[config.mk]
export PLATFORM = sky130hd
export DESIGN_NAME = wipbt_cell
export DESIGN_NICKNAME = d
export VERILOG_FILES = /design/src/hw/rtl/wipbt_pkg.sv /design/src/hw/rtl/wipbt_cell.sv
export SDC_FILE = /design/constraint.sdc
export NUM_CORES = 1
export LEC_CHECK = 0
export BUFFER_PORTS_ARGS = -buffer_cell sky130_fd_sc_hd__buf_2
export CELL_PAD_IN_SITES_DETAIL_PLACEMENT = 0
export CELL_PAD_IN_SITES_GLOBAL_PLACEMENT = 1
export CORE_AREA = 2 2 261 263
export CTS_BUF_LIST = sky130_fd_sc_hd__clkbuf_4
export CTS_CLUSTER_DIAMETER = 30
export DETAILED_ROUTE_END_ITERATION = 10
export DIE_AREA = 0 0 263 265
export GPL_TIMING_DRIVEN = 0
export MAX_ROUTING_LAYER = met4
export PLACE_DENSITY = 0.56
export SYNTH_ARGS = -nofsm -noshare
export SYNTH_HDL_FRONTEND = slang
export SYNTH_SLANG_ARGS = --single-unit
[constraint.sdc]
create_clock -name clk -period 8.03 [get_ports clk]
set_clock_uncertainty 0.1 [all_clocks]
set_input_delay 0.4015 -clock clk [delete_from_list [all_inputs] [get_ports clk]]
set_output_delay 0.4015 -clock clk [all_outputs]
set_load 0.01 [all_outputs]
[src/hw/rtl/wipbt_pkg.sv]
package wipbt_pkg;

	localparam int TABLE_ENTRIES = 64;
	localparam int IN_W          = 168;
	localparam int OUT_W         = 32;
	localparam int RES_W         = 29;
	localparam int MIN_W         = 26;

	// floor(x / 15) == (x * MIN_RECIP) >> RECIP_SHIFT for every x below 2**29
	localparam logic [29:0] MIN_RECIP   = 30'd572662307;
	localparam int          RECIP_SHIFT = 33;

	localparam logic CMD_ADD   = 1'b0;
	localparam logic CMD_CHECK = 1'b1;

	typedef struct packed {
		logic [8:0]  oct_a;
		logic [8:0]  oct_b;
		logic [8:0]  oct_c;
		logic [8:0]  oct_d;
		logic [63:0] serial;
		logic [31:0] start;
		logic [30:0] dur;
		logic        perm;
	} entry_t;

	typedef struct packed {
		logic [8:0]  oct_a;
		logic [8:0]  oct_b;
		logic [8:0]  oct_c;
		logic [8:0]  oct_d;
		logic [63:0] serial;
		logic [31:0] now;
	} probe_t;

	typedef struct packed {
		logic add;
		logic check;
		logic phase;
	} cell_ctl_t;

	typedef struct packed {
		logic        hit;
		logic        kind;
		logic [30:0] rem;
	} tap_t;

	typedef struct packed {
		logic             hit;
		logic             kind;
		logic [MIN_W-1:0] minutes;
	} pick_t;

	typedef struct packed {
		logic             full;
		logic [MIN_W-1:0] minutes;
		logic             kind;
		logic             banned;
	} result_t;

	function automatic logic oct_match(logic [8:0] stored, logic [8:0] probe);
		return stored[8] || (stored == probe);
	endfunction

endpackage

[src/hw/rtl/wipbt_cell.sv]
module wipbt_cell (
	input  logic                clk,
	input  logic                arst_n,
	input  wipbt_pkg::cell_ctl_t ctl,
	input  wipbt_pkg::probe_t   probe,
	input  wipbt_pkg::entry_t   new_ent,
	input  logic                odd_pos,
	input  logic                v_left,
	input  logic                v_right,
	input  wipbt_pkg::entry_t   ent_right,
	output logic                valid,
	output wipbt_pkg::entry_t   ent,
	output logic                inv,
	output wipbt_pkg::tap_t     tap
);

	logic              valid_q;
	wipbt_pkg::entry_t ent_q;
	wipbt_pkg::tap_t   tap_s1;

	logic [32:0] diff;
	logic [31:0] elapsed;
	logic        live;
	logic [30:0] rem;
	logic        match_a;
	logic        match_rest;
	logic        hit;
	logic        drop;
	logic        free_here;
	logic        lower;
	logic        take;
	logic        give;

	always_comb begin
		diff       = {1'b0, probe.now} - {1'b0, ent_q.start};
		// clamp to zero when time runs backwards
		elapsed    = diff[32] ? 32'd0 : diff[31:0];
		live       = {1'b0, ent_q.dur} > elapsed;
		rem        = ent_q.dur - elapsed[30:0];
		match_a    = wipbt_pkg::oct_match(ent_q.oct_a, probe.oct_a);
		match_rest = (ent_q.serial == probe.serial) ||
			(wipbt_pkg::oct_match(ent_q.oct_b, probe.oct_b) &&
			 wipbt_pkg::oct_match(ent_q.oct_c, probe.oct_c) &&
			 wipbt_pkg::oct_match(ent_q.oct_d, probe.oct_d));
		hit        = valid_q && match_a && match_rest && live;
		drop       = valid_q && match_a && !ent_q.perm && !live;
		free_here  = !valid_q && v_left;
		// odd-even pairing: this cell is the lower half of its pair this cycle
		lower      = (odd_pos == ctl.phase);
		take       = lower && !valid_q && v_right;
		give       = !lower && !v_left && valid_q;
	end

	always_ff @(posedge clk or negedge arst_n) begin
		if (!arst_n) begin
			valid_q <= 1'b0;
		end else if (ctl.check && drop) begin
			valid_q <= 1'b0;
		end else if ((ctl.add && free_here) || take) begin
			valid_q <= 1'b1;
		end else if (give) begin
			valid_q <= 1'b0;
		end
	end

	always_ff @(posedge clk) begin
		if (ctl.add && free_here) begin
			ent_q <= new_ent;
		end else if (take) begin
			ent_q <= ent_right;
		end
		if (ctl.check) begin
			tap_s1.hit  <= hit;
			tap_s1.kind <= ent_q.perm;
			tap_s1.rem  <= rem;
		end
	end

	assign valid = valid_q;
	assign ent   = ent_q;
	assign inv   = !valid_q && v_right;
	assign tap   = tap_s1;

endmodule

==> metrics.md <==
| Metric | Value |
|---|---|
| Setup-failing EPs final | 0 |
| Max Freq | 0.144 GHz |
| Netlist Area Pre-Place | roughly 12,000 um2 |
| Largest net degree at the start of global routing | 68 |
| Adder-Cell Fraction of Synth Area | 6.71% |
| Routability Congestion | a little over 0.9 |
| Final Worst Setup Slack | ~1.1 ns |
| Vias per std cell | ~4.2 |
| CP endpoint kind | flip-flop |
| Hold depth | 4 |
| Final TNS setup | 0 ns |
| Via count | about 12,000 |
| Critical path buffers and inverters | 3 |
| Crit path kind | flip-flop to flip-flop |
| Status | finished, final reports clean |
| Clk Tree Root Cell | clkbuf_4 |
| Total grt overflow | 0 |
| CTS tree | done |
| FP Rows | 95 |
| Vias in the first global route | 13,200 |
| Setup WS pre-CTS | 1.29 ns |
| First-pass detailed-route iteration total | 5 |
| Num CTS Buffers | 17 |
| Utilization after layout | 30.7% |
| Mapped Cells | just over 1,000 |
| CP arrival | roughly 7.6 ns |
| Post-synthesis mux area share | 15.0% |
| Crit path max fanout | 10 |
| Simple-gate portion of the synthesized area | 7.49% |
| Area grow syn2layout | 66.0% |
| EDFF count, synth | 197 |
| Synth async-reset ratio | 0.505% |
| Yosys cell types | 56 |
| Worst-margin pin slew | 1.08 ns |
| Worst reg-to-reg setup slack | around 1.1 ns |
| Synthesis warning total | 0 |
| PwrDens | around 220 nW/um2 |
| Largest family of logic cells by synthesized area | multiplexers |
| Seq cells post-synth | 198 |
| Maximum VDD drop | 0.0986 mV |
| Worst-case clock buffer depth | 2 |
| Post-CTS Repair Setup Buffers | 0 |
| Post-DP HPWL | ~52,000 um |
| Top delay family on crit path | compound AO/OA/AOI/OAI gates |
| Die Width | 263 um |
| WP data required | 8.62 ns |
| CTS H-tree depth | 4 |
| First-pass GRT wire length | between 80,000 and 90,000 um |
| Final period util | 86.6% |
| Worst hold path startpoint | probe[131] |
| Hold Fails Final Rpt | 0 |
| Layout fillers | 7,049 |
| Max incr delay on CP | roughly 0.56 ns |
| Post-cts resize count | 0 |
| Nets@finish | 2,579 |
| Register Area | 5940 um2 |
| Syn_area_per_cell | 12.0 um2 |
| Die Area | around 70,000 um2 |
| Clock transition at path regs | 0.18 ns |
| Unrepaired setup endpoints after global routing | false |
| Crit-path cells | ha_1 > inv_1 > fa_1 > a211oi_1 > o211a_1 > o31ai_4 > a31oi_4 > o31ai_4 > a221oi_2 > o21ai_4 > buf_4 > nor2b_1 > ha_1 > fa_1 > nor2b_1 > o21ai_0 > nand2_1 > a2bb2oi_1 > nor4b_1 > o31ai_1 > a221oi_1 > a211oi_2 > o22a_1 > dlygate4sd3_1 |
| Max-cap violations | 0 |
| Max Slew Vio Count | 0 |
| Total GRT Usage | 17.9% |
| # DRC | 0 |
| Type of the most critical hold path | primary input to flip-flop |
| Port Buf Inserts | 666 |
| TritonCTS Sinks | 198 |
| Rel. slew slack | between 20% and 30% |
| Cells after DPL | ~2,600 |
| FF-to-FF End | valid |
| Leakage | 8.68 nW |
| Final wirelength | 61,800 um |
| Worst R2R Path Depth | 24 |
| I/O pins | 667 |
| Hold WS | 0.199 ns |
| Post-Layout Cell Count | between 2,000 and 3,000 |
| Post-Synthesis Net Count | 1,559 |
| Min Tclk post-route | 6.95 ns |
| Cts hold-fix bufs | between 300 and 400 |
| Core ar. | around 67,000 um2 |
| Top_reg_cell synth | edfxtp_1 |
| Critical path launch point type | flip-flop |
| Worst reg2reg startpoint | ent[32] |
| Layout cells sized above 1 | between 40% and 50% |
| DR WL/cell | 21.0 um |
| Sequential fraction of the synthesis area | 48.1% |
| Initial core utilization | 18.5% |
| Synth Area in Compound Gates | 9.91% |
| Iter 0 DRT Violations | 494 |
| Initial antenna violation count | 36 |
| Die Y | about 270 um |
| Multi-input logic area | 6110 um2 |
| Post-Synth XOR/XNOR Area | 10.3% |
| Hold Path End | tap[32] |
| Worst-Skew Late Latency | 0.75 ns |
| Slowest CP cell | o31ai_1 |
| Antenna viol nets, final | 0 |
==> cell usage in the layout, fill, tap and decap left out, types with 4 or more instances in the layout <==
cell type,n
and3_1,7
inv_1,56
o21bai_1,5
nor2_1,34
clkinv_8,5
nand4_1,30
nand2b_1,6
inv_6,6
mux2_2,165
a21o_1,19
a21oi_1,60
nor2b_1,8
o21ai_0,35
diode_2,16
buf_2,668
a211oi_1,9
clkbuf_1,21
o31ai_1,8
clkbuf_4,18
o21a_1,11
xor2_1,23
xnor2_1,122
nand2_1,62
a21boi_0,6
edfxtp_1,197
nand3b_1,4
nor4_1,8
nand3_1,11
ha_1,63
dlygate4sd3_1,333
nor3_1,11
==> cell families (layout without fill, tap and decap cells) <==
family                   after synthesis  in the layout
AND/OR/NAND/NOR                      189            189
buffers and inverters                 80           1113
flip-flops                           198            198
XOR/XNOR                             145            145
adder cells (fa/ha/maj)               65             65
multiplexers                         165            165
AO/OA/AOI/OAI                        184            184
other                                  0             16
==> tightest hold or removal path, stage by stage <==
cell and delay [ns]:
buf_2 0.08, nor4_1 0.04, o21a_1 0.21, and3_1 0.16
==> worst max-delay path by stage <==
stage,start,endpoint,slack (ns),depth (start not counted)
2_1_floorplan,valid,ent[0],2.58,4
3_3_place_gp,valid,ent[59],-0.30,4
3_5_place_dp,probe[0],tap[32],1.29,25
4_1_cts,ent[32],valid,0.92,24
5_1_grt,ent[32],valid,0.64,24
6_report,ent[32],valid,1.08,24
==> cell type report <==
class | instances | share of cell area, %
antenna | 16 | 0.195
clock buffer | 18 | 0.659
buffer | 24 | 0.470
tap | 873 | 5.33
sequential | 198 | 29.0
multi-input combinational | 748 | 29.8
timing repair buffer | 1001 | 32.8
clock inverter | 14 | 0.769
inverter | 56 | 1.03
==> routing by layer <==
layer	vias up	track usage (%)	part of all wire, %
met1	5924	18.6	39
met4	0	7.20	3.3
li1	5884	-	-
met3	107	3.20	4.2
met2	478	33.1	54
met5	-	-	0
==> Yosys cell counts (9+ instances only) <==
| cell type | n | share of area (%) |
|---|---|---|
| a211oi_1 | 9 | 0.55 |
| a21o_1 | 19 | 1.2 |
| a21oi_1 | 60 | 2.4 |
| clkbuf_1 | 21 | 0.64 |
| edfxtp_1 | 197 | 48 |
| ha_1 | 63 | 6.4 |
| inv_1 | 56 | 1.7 |
| mux2_2 | 165 | 15 |
| nand2_1 | 63 | 1.9 |
| nand3_1 | 11 | 0.45 |
| nand4_1 | 30 | 1.5 |
| nor2_1 | 34 | 1.0 |
| nor3_1 | 11 | 0.45 |
| o21a_1 | 11 | 0.67 |
| o21ai_0 | 35 | 1.4 |
| xnor2_1 | 122 | 8.7 |
| xor2_1 | 23 | 1.6 |
==> state kept, by name, indices dropped and copies added (netlist names) <==
name	count
tap	33
ent	164
valid	1
==> report_power, final <==
| group | leakage, nW | total [mW] | switching [mW] | internal, mW |
|---|---|---|---|---|
| sequential | 1.87 | 1.68 | 0.179 | 1.50 |
| clock | 0.156 | 0.565 | 0.419 | 0.146 |
| combinational | 6.66 | 2.25 | 1.21 | 1.04 |
| total | 8.68 | 4.50 | 1.81 | 2.69 |
==> per-stage QoR <==
step / cell area [um2] / power (mW)
floorplan: 12400 / 2.92
global placement: 16800 / 3.80
detailed placement: 16800 / 3.76
CTS: 20500 / 4.57
global route: 20500 / 4.81
finish: 20500 / 4.50
(Power assumes the default switching activity.)
